$ cat src/i2r_pkg.sv
`timescale 1ns / 1ps
package i2r_pkg;

  // ASCII codes of the characters the encoder can produce
  localparam logic [7:0] CHAR_I     = 8'h49;
  localparam logic [7:0] CHAR_V     = 8'h56;
  localparam logic [7:0] CHAR_X     = 8'h58;
  localparam logic [7:0] CHAR_L     = 8'h4C;
  localparam logic [7:0] CHAR_C     = 8'h43;
  localparam logic [7:0] CHAR_D     = 8'h44;
  localparam logic [7:0] CHAR_M     = 8'h4D;
  localparam logic [7:0] CHAR_N     = 8'h4E;
  localparam logic [7:0] CHAR_MINUS = 8'h2D;

  // Decimal place codes
  localparam logic [1:0] PLACE_UNITS    = 2'd0;
  localparam logic [1:0] PLACE_TENS     = 2'd1;
  localparam logic [1:0] PLACE_HUNDREDS = 2'd2;

  // Reciprocal constants for the constant divisions.
  // m / 1000 = (m * 33555) >> 25 for m < 32768
  // r / 100  = (r * 41) >> 12    for r < 1000
  // r / 10   = (r * 205) >> 11   for r < 100
  localparam logic [15:0] RECIP_THOUSAND = 16'd33555;
  localparam logic [5:0]  RECIP_HUNDRED  = 6'd41;
  localparam logic [7:0]  RECIP_TEN      = 8'd205;
  localparam logic [9:0]  THOUSAND       = 10'd1000;
  localparam logic [6:0]  HUNDRED        = 7'd100;
  localparam logic [3:0]  TEN            = 4'd10;
  localparam logic [14:0] MAG_MAX        = 15'h7FFF;

  // Decomposed value handed from the front to the back
  typedef struct packed {
    logic       neg;
    logic [5:0] thou;
    logic [3:0] hund;
    logic [3:0] tens;
    logic [3:0] units;
  } item_t;

  // One character waiting in the output queue
  typedef struct packed {
    logic       last;
    logic [7:0] char_code;
  } out_t;

  typedef enum logic [2:0] {
    F_IDLE,
    F_THOU,
    F_REM,
    F_HUND,
    F_SUBH,
    F_TENS,
    F_PUSH
  } front_state_t;

  typedef enum logic {
    B_IDLE,
    B_EMIT
  } back_state_t;

  // Number of letters in the pattern of a nonzero digit
  function automatic logic [2:0] pattern_len(input logic [3:0] d);
    logic [2:0] len;
    if (d == 4'd9 || d == 4'd4) begin
      len = 3'd2;
    end else if (d >= 4'd5) begin
      len = 3'(d - 4'd4);
    end else begin
      len = d[2:0];
    end
    return len;
  endfunction

  // Letter at position pos of the pattern of digit d at the given place
  function automatic logic [7:0] pattern_letter(input logic [3:0] d,
                                                input logic [1:0] place,
                                                input logic [2:0] pos);
    logic [7:0] one;
    logic [7:0] five;
    logic [7:0] ten;
    logic [7:0] c;
    unique case (place)
      PLACE_HUNDREDS: begin
        one = CHAR_C; five = CHAR_D; ten = CHAR_M;
      end
      PLACE_TENS: begin
        one = CHAR_X; five = CHAR_L; ten = CHAR_C;
      end
      default: begin
        one = CHAR_I; five = CHAR_V; ten = CHAR_X;
      end
    endcase
    if (d == 4'd9) begin
      c = (pos == 3'd0) ? one : ten;
    end else if (d == 4'd4) begin
      c = (pos == 3'd0) ? one : five;
    end else if (d >= 4'd5) begin
      c = (pos == 3'd0) ? five : one;
    end else begin
      c = one;
    end
    return c;
  endfunction

endpackage

$ cat src/i2r_fifo.sv
`timescale 1ns / 1ps
module i2r_fifo #(
  parameter int WIDTH = 8,
  parameter int DEPTH = 2
) (
  input  logic             clk,
  input  logic             rst_n,
  input  logic             wr_en,
  input  logic [WIDTH-1:0] wr_data,
  output logic             full,
  input  logic             rd_en,
  output logic [WIDTH-1:0] rd_data,
  output logic             empty
);

  // The user must keep DEPTH a power of two, at least 2, so the pointers wrap on their own; nothing here checks it
  localparam int AW = $clog2(DEPTH);
  localparam int CW = $clog2(DEPTH + 1);

  logic [WIDTH-1:0] mem_r [DEPTH];
  logic [AW-1:0]    wr_ptr_r;
  logic [AW-1:0]    wr_ptr_nxt;
  logic [AW-1:0]    rd_ptr_r;
  logic [AW-1:0]    rd_ptr_nxt;
  logic [CW-1:0]    count_r;
  logic [CW-1:0]    count_nxt;
  logic             do_wr;
  logic             do_rd;

  assign full    = (count_r == CW'(DEPTH));
  assign empty   = (count_r == '0);
  assign do_wr   = wr_en && !full;
  assign do_rd   = rd_en && !empty;
  assign rd_data = mem_r[rd_ptr_r];

  // Pointer and fill bookkeeping
  always_comb begin
    wr_ptr_nxt = wr_ptr_r;
    rd_ptr_nxt = rd_ptr_r;
    count_nxt  = count_r;
    if (do_wr) begin
      wr_ptr_nxt = wr_ptr_r + AW'(1);
    end
    if (do_rd) begin
      rd_ptr_nxt = rd_ptr_r + AW'(1);
    end
    if (do_wr && !do_rd) begin
      count_nxt = count_r + CW'(1);
    end else if (do_rd && !do_wr) begin
      count_nxt = count_r - CW'(1);
    end
  end

  always_ff @(posedge clk) begin
    if (!rst_n) begin
      wr_ptr_r <= '0;
      rd_ptr_r <= '0;
      count_r  <= '0;
    end else begin
      wr_ptr_r <= wr_ptr_nxt;
      rd_ptr_r <= rd_ptr_nxt;
      count_r  <= count_nxt;
    end
  end

  // Storage, no reset
  always_ff @(posedge clk) begin
    if (do_wr) begin
      mem_r[wr_ptr_r] <= wr_data;
    end
  end

endmodule

$ cat src/i2r_front.sv
`timescale 1ns / 1ps
module i2r_front (
  input  logic               clk,
  input  logic               rst_n,
  input  logic               push,
  output logic               full,
  input  logic signed [15:0] in_value,
  output logic               q_wr,
  output i2r_pkg::item_t     q_item,
  input  logic               q_full
);

  i2r_pkg::front_state_t state_r;
  i2r_pkg::front_state_t state_nxt;

  logic        neg_r,  neg_nxt;
  logic [14:0] mag_r,  mag_nxt;
  logic [5:0]  thou_r, thou_nxt;
  logic [9:0]  rem_r,  rem_nxt;
  logic [3:0]  hund_r, hund_nxt;
  logic [6:0]  r2_r,   r2_nxt;
  logic [3:0]  tens_r, tens_nxt;

  logic [15:0] raw;
  logic [15:0] negated;
  logic        accept;
  logic [30:0] thou_prod;
  logic [15:0] thou_back;
  logic [15:0] rem_full;
  logic [15:0] hund_prod;
  logic [9:0]  hund_back;
  logic [9:0]  r2_full;
  logic [14:0] tens_prod;
  logic [6:0]  tens_back;
  logic [6:0]  units_full;

  // Sign and magnitude; the most negative pattern saturates
  assign raw     = in_value;
  assign negated = ~raw + 16'd1;

  // One multiplication per state, each result registered but the units digit, formed combinationally
  assign thou_prod  = 31'(mag_r) * 31'(i2r_pkg::RECIP_THOUSAND);
  assign thou_back  = 16'(thou_r) * 16'(i2r_pkg::THOUSAND);
  assign rem_full   = 16'(mag_r) - thou_back;
  assign hund_prod  = 16'(rem_r) * 16'(i2r_pkg::RECIP_HUNDRED);
  assign hund_back  = 10'(hund_r) * 10'(i2r_pkg::HUNDRED);
  assign r2_full    = rem_r - hund_back;
  assign tens_prod  = 15'(r2_r) * 15'(i2r_pkg::RECIP_TEN);
  assign tens_back  = 7'(tens_r) * 7'(i2r_pkg::TEN);
  assign units_full = r2_r - tens_back;

  assign q_item.neg   = neg_r;
  assign q_item.thou  = thou_r;
  assign q_item.hund  = hund_r;
  assign q_item.tens  = tens_r;
  assign q_item.units = units_full[3:0];

  // Next state and outputs
  always_comb begin
    state_nxt = state_r;
    neg_nxt   = neg_r;
    mag_nxt   = mag_r;
    thou_nxt  = thou_r;
    rem_nxt   = rem_r;
    hund_nxt  = hund_r;
    r2_nxt    = r2_r;
    tens_nxt  = tens_r;
    q_wr      = 1'b0;
    full      = 1'b1;
    accept    = 1'b0;
    unique case (state_r)
      i2r_pkg::F_IDLE: begin
        full = 1'b0;
      end
      i2r_pkg::F_THOU: begin
        thou_nxt  = thou_prod[30:25];
        state_nxt = i2r_pkg::F_REM;
      end
      i2r_pkg::F_REM: begin
        rem_nxt   = rem_full[9:0];
        state_nxt = i2r_pkg::F_HUND;
      end
      i2r_pkg::F_HUND: begin
        hund_nxt  = hund_prod[15:12];
        state_nxt = i2r_pkg::F_SUBH;
      end
      i2r_pkg::F_SUBH: begin
        r2_nxt    = r2_full[6:0];
        state_nxt = i2r_pkg::F_TENS;
      end
      i2r_pkg::F_TENS: begin
        tens_nxt  = tens_prod[14:11];
        state_nxt = i2r_pkg::F_PUSH;
      end
      i2r_pkg::F_PUSH: begin
        if (!q_full) begin
          q_wr      = 1'b1;
          full      = 1'b0;
          state_nxt = i2r_pkg::F_IDLE;
        end
      end
      default: begin
        state_nxt = i2r_pkg::F_IDLE;
      end
    endcase
    // A new value may enter in the cycle the previous one leaves
    accept = push && !full;
    if (accept) begin
      neg_nxt   = raw[15];
      mag_nxt   = raw[15] ? (negated[15] ? i2r_pkg::MAG_MAX : negated[14:0]) : raw[14:0];
      state_nxt = i2r_pkg::F_THOU;
    end
  end

  always_ff @(posedge clk) begin
    if (!rst_n) begin
      state_r <= i2r_pkg::F_IDLE;
    end else begin
      state_r <= state_nxt;
    end
  end

  always_ff @(posedge clk) begin
    neg_r  <= neg_nxt;
    mag_r  <= mag_nxt;
    thou_r <= thou_nxt;
    rem_r  <= rem_nxt;
    hund_r <= hund_nxt;
    r2_r   <= r2_nxt;
    tens_r <= tens_nxt;
  end

endmodule

$ cat src/i2r_back.sv
`timescale 1ns / 1ps
module i2r_back (
  input  logic           clk,
  input  logic           rst_n,
  input  logic           q_empty,
  input  i2r_pkg::item_t q_item,
  output logic           q_rd,
  input  logic           o_full,
  output logic           o_wr,
  output i2r_pkg::out_t  o_data
);

  i2r_pkg::back_state_t state_r;
  i2r_pkg::back_state_t state_nxt;

  logic       sign_r,  sign_nxt;
  logic       zero_r,  zero_nxt;
  logic [5:0] thou_r,  thou_nxt;
  logic [3:0] hund_r,  hund_nxt;
  logic [3:0] tens_r,  tens_nxt;
  logic [3:0] units_r, units_nxt;
  logic [1:0] place_r, place_nxt;
  logic [2:0] pos_r,   pos_nxt;

  logic       any_dig;
  logic       lower_nz;
  logic [1:0] lower_place;
  logic [3:0] cur_d;
  logic [2:0] cur_len;
  logic       end_of_pat;
  logic       emit;
  logic       load;
  logic       in_any;

  // Current digit and what follows it
  always_comb begin
    unique case (place_r)
      i2r_pkg::PLACE_HUNDREDS: begin
        cur_d       = hund_r;
        lower_nz    = (tens_r != 4'd0) || (units_r != 4'd0);
        lower_place = (tens_r != 4'd0) ? i2r_pkg::PLACE_TENS : i2r_pkg::PLACE_UNITS;
      end
      i2r_pkg::PLACE_TENS: begin
        cur_d       = tens_r;
        lower_nz    = (units_r != 4'd0);
        lower_place = i2r_pkg::PLACE_UNITS;
      end
      default: begin
        cur_d       = units_r;
        lower_nz    = 1'b0;
        lower_place = i2r_pkg::PLACE_UNITS;
      end
    endcase
  end

  assign any_dig    = (hund_r != 4'd0) || (tens_r != 4'd0) || (units_r != 4'd0);
  assign cur_len    = i2r_pkg::pattern_len(cur_d);
  assign end_of_pat = (pos_r == cur_len - 3'd1);
  assign in_any     = (q_item.hund != 4'd0) || (q_item.tens != 4'd0) ||
                      (q_item.units != 4'd0);

  // Character select: sign, zero, thousands, then the digit patterns
  always_comb begin
    priority if (sign_r) begin
      o_data.char_code = i2r_pkg::CHAR_MINUS;
      o_data.last      = (thou_r == 6'd0) && !any_dig;
    end else if (zero_r) begin
      o_data.char_code = i2r_pkg::CHAR_N;
      o_data.last      = 1'b1;
    end else if (thou_r != 6'd0) begin
      o_data.char_code = i2r_pkg::CHAR_M;
      o_data.last      = (thou_r == 6'd1) && !any_dig;
    end else begin
      o_data.char_code = i2r_pkg::pattern_letter(cur_d, place_r, pos_r);
      o_data.last      = end_of_pat && !lower_nz;
    end
  end

  // Sequencer: one character per cycle while the output queue has room, next value loaded on the last one
  always_comb begin
    state_nxt = state_r;
    sign_nxt  = sign_r;
    zero_nxt  = zero_r;
    thou_nxt  = thou_r;
    hund_nxt  = hund_r;
    tens_nxt  = tens_r;
    units_nxt = units_r;
    place_nxt = place_r;
    pos_nxt   = pos_r;
    emit      = 1'b0;
    unique case (state_r)
      i2r_pkg::B_IDLE: begin
        emit = 1'b0;
      end
      i2r_pkg::B_EMIT: begin
        emit = !o_full;
      end
      default: begin
        emit = 1'b0;
      end
    endcase
    o_wr = emit;

    if (emit) begin
      priority if (sign_r) begin
        sign_nxt = 1'b0;
      end else if (zero_r) begin
        zero_nxt = 1'b0;
      end else if (thou_r != 6'd0) begin
        thou_nxt = thou_r - 6'd1;
      end else if (end_of_pat) begin
        pos_nxt   = 3'd0;
        place_nxt = lower_place;
      end else begin
        pos_nxt = pos_r + 3'd1;
      end
      if (o_data.last) begin
        state_nxt = i2r_pkg::B_IDLE;
      end
    end

    load = !q_empty && ((state_r == i2r_pkg::B_IDLE) || (emit && o_data.last));
    q_rd = load;
    if (load) begin
      state_nxt = i2r_pkg::B_EMIT;
      sign_nxt  = q_item.neg;
      zero_nxt  = !q_item.neg && (q_item.thou == 6'd0) && !in_any;
      thou_nxt  = q_item.thou;
      hund_nxt  = q_item.hund;
      tens_nxt  = q_item.tens;
      units_nxt = q_item.units;
      pos_nxt   = 3'd0;
      if (q_item.hund != 4'd0) begin
        place_nxt = i2r_pkg::PLACE_HUNDREDS;
      end else if (q_item.tens != 4'd0) begin
        place_nxt = i2r_pkg::PLACE_TENS;
      end else begin
        place_nxt = i2r_pkg::PLACE_UNITS;
      end
    end
  end

  always_ff @(posedge clk) begin
    if (!rst_n) begin
      state_r <= i2r_pkg::B_IDLE;
    end else begin
      state_r <= state_nxt;
    end
  end

  always_ff @(posedge clk) begin
    sign_r  <= sign_nxt;
    zero_r  <= zero_nxt;
    thou_r  <= thou_nxt;
    hund_r  <= hund_nxt;
    tens_r  <= tens_nxt;
    units_r <= units_nxt;
    place_r <= place_nxt;
    pos_r   <= pos_nxt;
  end

endmodule

$ cat src/integer_to_roman_encoder_unit.sv
`timescale 1ns / 1ps
// Channel  | Ports                          | Transfer when
// ---------+--------------------------------+---------------------
// input    | push, full, in_value           | push && !full
// result   | pop, empty, out_char_code,     | pop && !empty
//          | out_last                       |
//
// The front splits a value into thousands, hundreds, tens and units with
// reciprocal multiplies, one per cycle; it takes a new value only as the
// last one is pushed into the item queue. The back sends one character per
// cycle while the output queue has room, 1 to 44 per value.
// Synchronous reset clears the sequencers, queue pointers and fill counts only.
// With pop held low the output queue fills and the back holds its place;
// the front keeps working until the item queue is full.
module integer_to_roman_encoder_unit #(
  parameter int QUEUE_DEPTH = 2,
  parameter int OUT_DEPTH   = 2
) (
  input  logic               clk,
  input  logic               rst_n,
  input  logic               push,
  output logic               full,
  input  logic signed [15:0] in_value,
  output logic               empty,
  input  logic               pop,
  output logic [7:0]         out_char_code,
  output logic               out_last
);

  localparam int ItemW = $bits(i2r_pkg::item_t);
  localparam int OutW  = $bits(i2r_pkg::out_t);

  i2r_pkg::item_t f_item;
  i2r_pkg::item_t b_item;
  i2r_pkg::out_t  b_out;
  i2r_pkg::out_t  o_head;
  logic           q_wr;
  logic           q_full;
  logic           q_rd;
  logic           q_empty;
  logic           o_wr;
  logic           o_full;

  // Front: accept and decompose
  i2r_front u_front (
    .clk      (clk),
    .rst_n    (rst_n),
    .push     (push),
    .full     (full),
    .in_value (in_value),
    .q_wr     (q_wr),
    .q_item   (f_item),
    .q_full   (q_full)
  );

  // Queue of decomposed values between front and back
  i2r_fifo #(
    .WIDTH (ItemW),
    .DEPTH (QUEUE_DEPTH)
  ) u_item_q (
    .clk     (clk),
    .rst_n   (rst_n),
    .wr_en   (q_wr),
    .wr_data (f_item),
    .full    (q_full),
    .rd_en   (q_rd),
    .rd_data (b_item),
    .empty   (q_empty)
  );

  // Back: character sequencer
  i2r_back u_back (
    .clk     (clk),
    .rst_n   (rst_n),
    .q_empty (q_empty),
    .q_item  (b_item),
    .q_rd    (q_rd),
    .o_full  (o_full),
    .o_wr    (o_wr),
    .o_data  (b_out)
  );

  // Output queue decouples the sequencer from the consumer
  i2r_fifo #(
    .WIDTH (OutW),
    .DEPTH (OUT_DEPTH)
  ) u_out_q (
    .clk     (clk),
    .rst_n   (rst_n),
    .wr_en   (o_wr),
    .wr_data (b_out),
    .full    (o_full),
    .rd_en   (pop),
    .rd_data (o_head),
    .empty   (empty)
  );

  assign out_char_code = o_head.char_code;
  assign out_last      = o_head.last;

endmodule

$ cat config.mk
export PLATFORM = sky130hd
export DESIGN_NAME = integer_to_roman_encoder_unit
export DESIGN_NICKNAME = d
export VERILOG_FILES = /design/src/i2r_pkg.sv /design/src/i2r_fifo.sv /design/src/i2r_front.sv /design/src/i2r_back.sv /design/src/integer_to_roman_encoder_unit.sv
export SDC_FILE = /design/constraint.sdc
export NUM_CORES = 1
export LEC_CHECK = 0
export ABC_AREA = 1
export BUFFER_PORTS_ARGS = -buffer_cell sky130_fd_sc_hd__buf_2
export CAP_MARGIN = 15
export CORE_MARGIN = 2
export CORE_UTILIZATION = 24
export CTS_CLUSTER_DIAMETER = 30
export DETAILED_ROUTE_END_ITERATION = 7
export GPL_ROUTABILITY_DRIVEN = 0
export PLACE_DENSITY = 0.44
export SETUP_SLACK_MARGIN = 0.3
export SLEW_MARGIN = 20
export SYNTH_ARGS = -nofsm -noshare
export SYNTH_HDL_FRONTEND = slang
export SYNTH_HIERARCHICAL = 1
export SYNTH_SLANG_ARGS = --single-unit
$ cat constraint.sdc
create_clock -name clk -period 4.5 [get_ports clk]
set_input_delay 0 -clock clk [delete_from_list [all_inputs] [get_ports clk]]
set_output_delay 0 -clock clk [all_outputs]
set_load 0.005 [all_outputs]
== Yosys cells after proc, flatten, opt, wreduce, memory -nomap -nowiden ==
Memories as Yosys holds them, arrays and structs flattened. A register that Yosys moved wholly into a read port is not among the register bits.
Index checks and enable logic that the tools add are counted.

* Register bits after elaboration: 84
* Input bits: 20
* Output and inout port bits: 11
* Memories: 2
* Logic and storage cells: 201
* RAM bits: 56

* Bitwise logic cells: 7
* Reduce and logical (&&, ||, !) cells: 63
* Equal/unequal tests: 20
* Mux-type cells: 62
* Add/subtract/negate cells: 16
* Magnitude comparators: 1
* $mul: 6

{| class="wikitable"
|+ Memory list
! memory !! depth !! width !! read ports !! clocked after memory_dff !! write ports !! RTL line !! source
|-
| u_item_q.mem_r || 2 || 19 || 1 || 1 || 1 || i2r_fifo.sv:20 || <nowiki>logic [WIDTH-1:0] mem_r [DEPTH];</nowiki>
|-
| u_out_q.mem_r || 2 || 9 || 1 || 1 || 1 || i2r_fifo.sv:20 ||
|}

{| class="wikitable"
|+ Operators with widths
! kind !! count
|-
| multiplier 15 x 16 -> 31 bit (second input constant) || 1
|-
| two-way mux 15 bit || 2
|-
| two-way mux 6 bit || 5
|-
| one-hot mux 5 bit (2 select lines) || 3
|-
| two-way mux 9 bit || 3
|-
| two-way mux 2 bit || 12
|-
| two-way mux 8 bit || 3
|-
| nonzero test 4 bit || 6
|-
| two-way mux 1 bit || 22
|-
| one-hot mux 3 bit (7 select lines) || 1
|-
| adder 16 x 1 -> 16 bit (second input constant) || 1
|-
| logical AND 1 bit || 16
|-
| multiplier 10 x 6 -> 16 bit (second input constant) || 1
|-
| inverter 16 bit || 1
|-
| multiplier 7 x 8 -> 15 bit (second input constant) || 1
|-
| two-way mux 5 bit || 3
|-
| logical NOT 1 bit || 13
|-
| logical NOT 6 bit || 2
|-
| two-way mux 3 bit || 4
|-
| nonzero test 2 bit || 6
|-
| subtractor 10 bit || 1
|-
| == test 3 bit (second input constant) || 3
|-
| != test 2 bit (second input constant) || 4
|-
| one-hot mux 4 bit (2 select lines) || 1
|-
| 33 further kinds || 60
|}

== Longest topological paths before layout ==
* Depth in word-level cells: 18
* Depth in mapped cells: 32
* Gate-level depth less buffers: 31

== Hierarchy ==
Netlist, hierarchy kept.

{| class="wikitable"
|+ By module, submodules not included
! module !! cells an instance !! sequential area each (µm²) !! area each (µm²) !! times used
|-
| i2r_front || 1011 || 1471.4 || 8210.4 || 1
|-
| i2r_back || 234 || 740.7 || 1935.6 || 1
|-
| i2r_fifo at u_item_q || 97 || 1241.2 || 1669.1 || 1
|-
| i2r_fifo at u_out_q || 66 || 640.6 || 894.6 || 1
|}

== Worst setup path after synthesis ==
OpenSTA, ideal clock, no wires.

* Path kind: register to register
* Start point: register u_front.mag_r[14]
* End point: register u_front.thou_r[5], data pin
* Buffers on the path: 0
* Cell stages (with the launch flop): 20
* Library setup time: 0.255 ns
* Clock period less this slack: 4.288 ns
* Arrival time: 4.033 ns
* Required time: 4.245 ns
* Setup slack: 0.212 ns
* Cells stage by stage: edfxtp_1 -> ha_1 -> inv_1 -> fa_1 -> inv_1 -> fa_1 -> inv_1 -> fa_1 -> fa_1 -> ha_1 -> ha_1 -> nand2_1 -> nand2_1 -> nand2_1 -> nand2_1 -> nand2_1 -> nand2_1 -> nand2_1 -> nand3_2 -> and2_1

* Longest elaborated chain between the ends: 1

{| class="wikitable"
|+ Ends and longest elaborated chain
! item !! RTL line !! source
|-
| from (decl) || i2r_front.sv:17 || <nowiki>logic [14:0] mag_r, mag_nxt;</nowiki>
|-
| from (signal assigned) || i2r_front.sv:125 || <nowiki>mag_r <= mag_nxt;</nowiki>
|-
| multiplier 15 x 16 -> 31 bit || i2r_front.sv:42 || <nowiki>assign thou_prod = 31'(mag_r) * 31'(i2r_pkg::RECIP_THOUSAND);</nowiki>
|-
| via u_front.thou_prod[30] || i2r_front.sv:27 || <nowiki>logic [30:0] thou_prod;</nowiki>
|-
| to (signal assigned) || i2r_front.sv:126 || <nowiki>thou_r <= thou_nxt;</nowiki>
|-
| to (decl) || i2r_front.sv:18 || <nowiki>logic [5:0] thou_r, thou_nxt;</nowiki>
|}

The timed path passes the listed nets, and every way through them passes these cells.
A chain may end at the register's enable or synchronous reset.

== Worst setup path after layout ==
* Start point: register u_front.mag_r[1]
* End point: register u_front.thou_r[3], data pin

The elaborated chain is that of the path after synthesis.

==> impl_metrics.tcl <==
set metrics [dict create \
    yosys.area_share.simple_pct 19.6 \
    worst-slew-pin-transition_ns 0.914 \
    syn_avg_cell_area_um2 9.03 \
    finalSetupViolCount 0 \
    period_needed_ns 4.26 \
    syn_inst 1408 \
    endpoint_kind "register" \
    vias 9192 \
    cts_sinks 142 \
    power.leakage_nw 7.12 \
    antenna_cells 0 \
    crit_buf_inv 3 \
    multi_input_area_um2 7620 \
    hp-class "input pin to register" \
    relSlewSlack_pct 38.8 \
    yosys_register_bits 142 \
    core-area_um2 52400 \
    initial_core_util_pct 24.2 \
    synth-adder-area-share_pct 29.0 \
    io_pins 31 \
    rows 84 \
    r2r_cells 17 \
    min_period_over_period_pct 94.7 \
    grt.overflow.total 0 \
    critical_path_arrival_ns 4.46 \
    cp-start-kind "register" \
    clockBufferDepth 2 \
    antenna_found_initial 0 \
    holdPathStages 3 \
    slew_violations 0 \
    drc 0 \
    clk_pin_slew_ns 0.07 \
    final_net_count 1771 \
    synth.area.mux_share_pct 2.78 \
    synth_xor_area_share_pct 1.79 \
    dr.pass1.iters 5 \
    syn_nets 1691 \
    seqCellArea_um2 4090 \
    placed_area_um2 13800 \
    finalHoldViolations 0 \
    fin_tns_setup_ns 0 \
    grt_max_degree 20 \
    port_buffers 30 \
    critical_path.cell_chain "ha_1 > ha_2 > inv_2 > fa_1 > fa_1 > fa_1 > inv_2 > fa_1 > ha_4 > nand2_2 > inv_1 > a21oi_1 > nand3_1 > nand2_1 > nand3_1 > nand2_1 > nand2_1" \
    clk_latency_ns 0.43 \
    grt_pass1_wl_mm 46.1 \
    syn_area_um2 12700 \
    crit_path_frequent_cell "fa_1" \
    ys.flop_type "edfxtp_1" \
    timing.fmax_ghz 0.235 \
    maxCapViolations 0 \
    cts_made_buffers 17 \
    cp_slowest_stage_delay_ns 0.60 \
    worstPathRequired_ns 4.69 \
    dieArea_um2 54800 \
    wl_mm 28.0 \
    grt_pass1_vias 9069 \
    power-per-cell-area_nw_per_um2 445 \
    ant_nets 0 \
    post_drt_via_cell_ratio 4.20 \
    crit_family "adder cells" \
    ys_seq_area_share_pct 32.2 \
    cts_tree "built" \
    synth-edff-count 125 \
    chipHeight_um 234 \
    wl_per_cell_um 12.8 \
    fin_skew_ns 0.0115 \
    drive_above_1_share_pct 16.1 \
    ir_worst_vdd_mv 0.295 \
    synthToLayoutAreaGrowth_pct 16.1 \
    synth_compound_area_share_pct 4.81 \
    grtUsageTotal_pct 10.6 \
    status "finished clean" \
    ys_warn_count 6 \
    design_area_um2 14800 \
    synth_top_family_by_area "adder cells" \
    ctsRootBufferMaster "clkbuf_16" \
    drt_iter0_markers 480 \
    cp_max_fo 3 \
    criticalPathCategory "register to register" \
    rsz0062_at_grt "true" \
    die-width_um 234 \
    htreeDepth 4 \
    post-dp-hpwl_mm 23.3 \
    fillerInstances 5551 \
    async_reset_ff_share_pct 0 \
    critPathSlowestCell "fa_1" \
    synth_cell_types 52 \
    critical_path_depth 17 \
]
-- cells by family after synthesis --
kind of cell	after synthesis
buffers and inverters	309
xor gates and xnor gates	26
other	1
muxes	28
adders and majority gates	263
DFF	142
AOI/OAI and AO/OA	107
and+or+nand+nor	532
-- per-layer routing --
| metal | wire [µm] | global-route usage [%] |
|---|---|---|
| met5 | 0 | 0 |
| met4 | 249 | 2.22 |
| met3 | 588 | 1.68 |
| met2 | 13500 | 18.2 |
| met1 | 13700 | 14.1 |
-- layout make-up --
class / count / area share, %
Multi-Input combinational cell: 957 / 51.6
Tap cell: 688 / 5.83
Timing Repair Buffer: 73 / 3.48
Clock buffer: 18 / 2.91
Inverter: 297 / 7.57
Sequential cell: 142 / 27.7
Clock inverter: 14 / 0.831
-- worst paths after layout --
check / from / end / slack [ns]
setup / recovery: u_front/mag_r[1] / u_front/thou_r[3] / 0.24
hold / removal: in_value[13] / u_front/mag_r[13] / 0.01
setup reg to reg: u_front/mag_r[1] / u_front/thou_r[3] / 0.24
hold reg to reg: u_front/tens_r[3] / u_item_q/mem_r[1][7] / 0.45
-- per-stage QoR --
| step | util, % | power [mW] | cells | hold slack, ns | worst slack, ns |
|---|---|---|---|---|---|
| 6_report | 28.1 | 6.56 | 2189 | 0.0119 | 0.238 |
| 3_5_place_dp | 26.3 | 4.75 | 2134 | 0.317 | 0.155 |
| 2_1_floorplan | - | 3.96 | 1408 | 0.0989 | 0.306 |
| 4_1_cts | 27.9 | 6.44 | 2185 | 0.00139 | 0.268 |
| 5_1_grt | 28.1 | 7.22 | 2189 | 0.0117 | 0.0911 |
| 3_3_place_gp | 26.3 | 4.75 | 2134 | 0.317 | 0.177 |
-- Yosys cell counts (4+ instances only) --
cell type  number  area share [%]
edfxtp_1      125              30
buf_4           4            0.24
or2_2           5            0.25
nand3b_1        5            0.30
nor3_2          4            0.32
a31oi_1         9            0.44
nor2_1         97             2.9
o21ai_0        28             1.1
xnor2_1        11            0.76
ha_1          210              21
nor2_2          5            0.25
xor2_1         15             1.0
dfxtp_1        17             2.7
nor4_1          4            0.20
inv_1         279             8.2
nor3_1         11            0.43
o21ai_1         4            0.16
nand3_1        56             2.2
mux2_4         10             1.2
inv_2          17            0.50
o21bai_1        8            0.47
nand2_2        14            0.69
nand3_2        19             1.5
fa_1           53             8.3
a21oi_1        42             1.7
nor2_4          5            0.44
nand2_1       276             8.2
mux2_2         18             1.6
nand2_4         5            0.44
nand4_1        18            0.89
-- state kept, by name, indices dropped and copies added, names as in the netlist, 4 cells and up, named ones only --
| name | cells |
|---|---|
| u_front/r2_r | 7 |
| u_front/thou_r | 6 |
| u_front/mag_r | 15 |
| u_back/hund_r | 4 |
| u_front/tens_r | 4 |
| u_back/tens_r | 4 |
| u_out_q/mem_r | 18 |
| u_back/units_r | 4 |
| u_item_q/mem_r | 38 |
| u_front/hund_r | 4 |
| u_front/rem_r | 10 |
| u_back/thou_r | 6 |
-- layout by cell type, fill, tap and decap left out, types with 17 or more instances in the layout --
cell / instances
nand4_1: 18
buf_4: 27
buf_2: 30
nand2_2: 23
edfxtp_1: 125
nand2_1: 265
inv_1: 272
nor2_1: 90
o21ai_0: 28
fa_1: 53
mux2_2: 18
nand3_2: 21
a21oi_1: 41
clkbuf_16: 17
inv_2: 23
ha_1: 196
dfxtp_1: 17
nand3_1: 54
-- report_power, final --
part / total [mW] / switching [mW] / internal, mW
clock: 1.38 / 0.646 / 0.730
combinational: 3.62 / 2.15 / 1.46
sequential: 1.57 / 0.0588 / 1.51
total: 6.56 / 2.86 / 3.70
-- worst reg2reg max path: cells and delay by family (launching register included) --
family	cells	cell delay (ns)
buffers and inverters	3	0.14
AOI/OAI and AO/OA	1	0.14
and+or+nand+nor	6	0.51
DFF	1	0.43
adders and majority gates	7	2.82
-- repair_timing --
| item | CTS | global route |
|---|---|---|
| endpoints found under the setup margin | 6 | 14 |
| buffers inserted | 3 | 4 |
| pin swaps | 12 | 14 |
| gates resized for setup | 17 | 31 |
| hold buffers | 16 | 0 |
| endpoints found under the hold margin | 27 | 0 |
(Power assumes the default switching activity.)
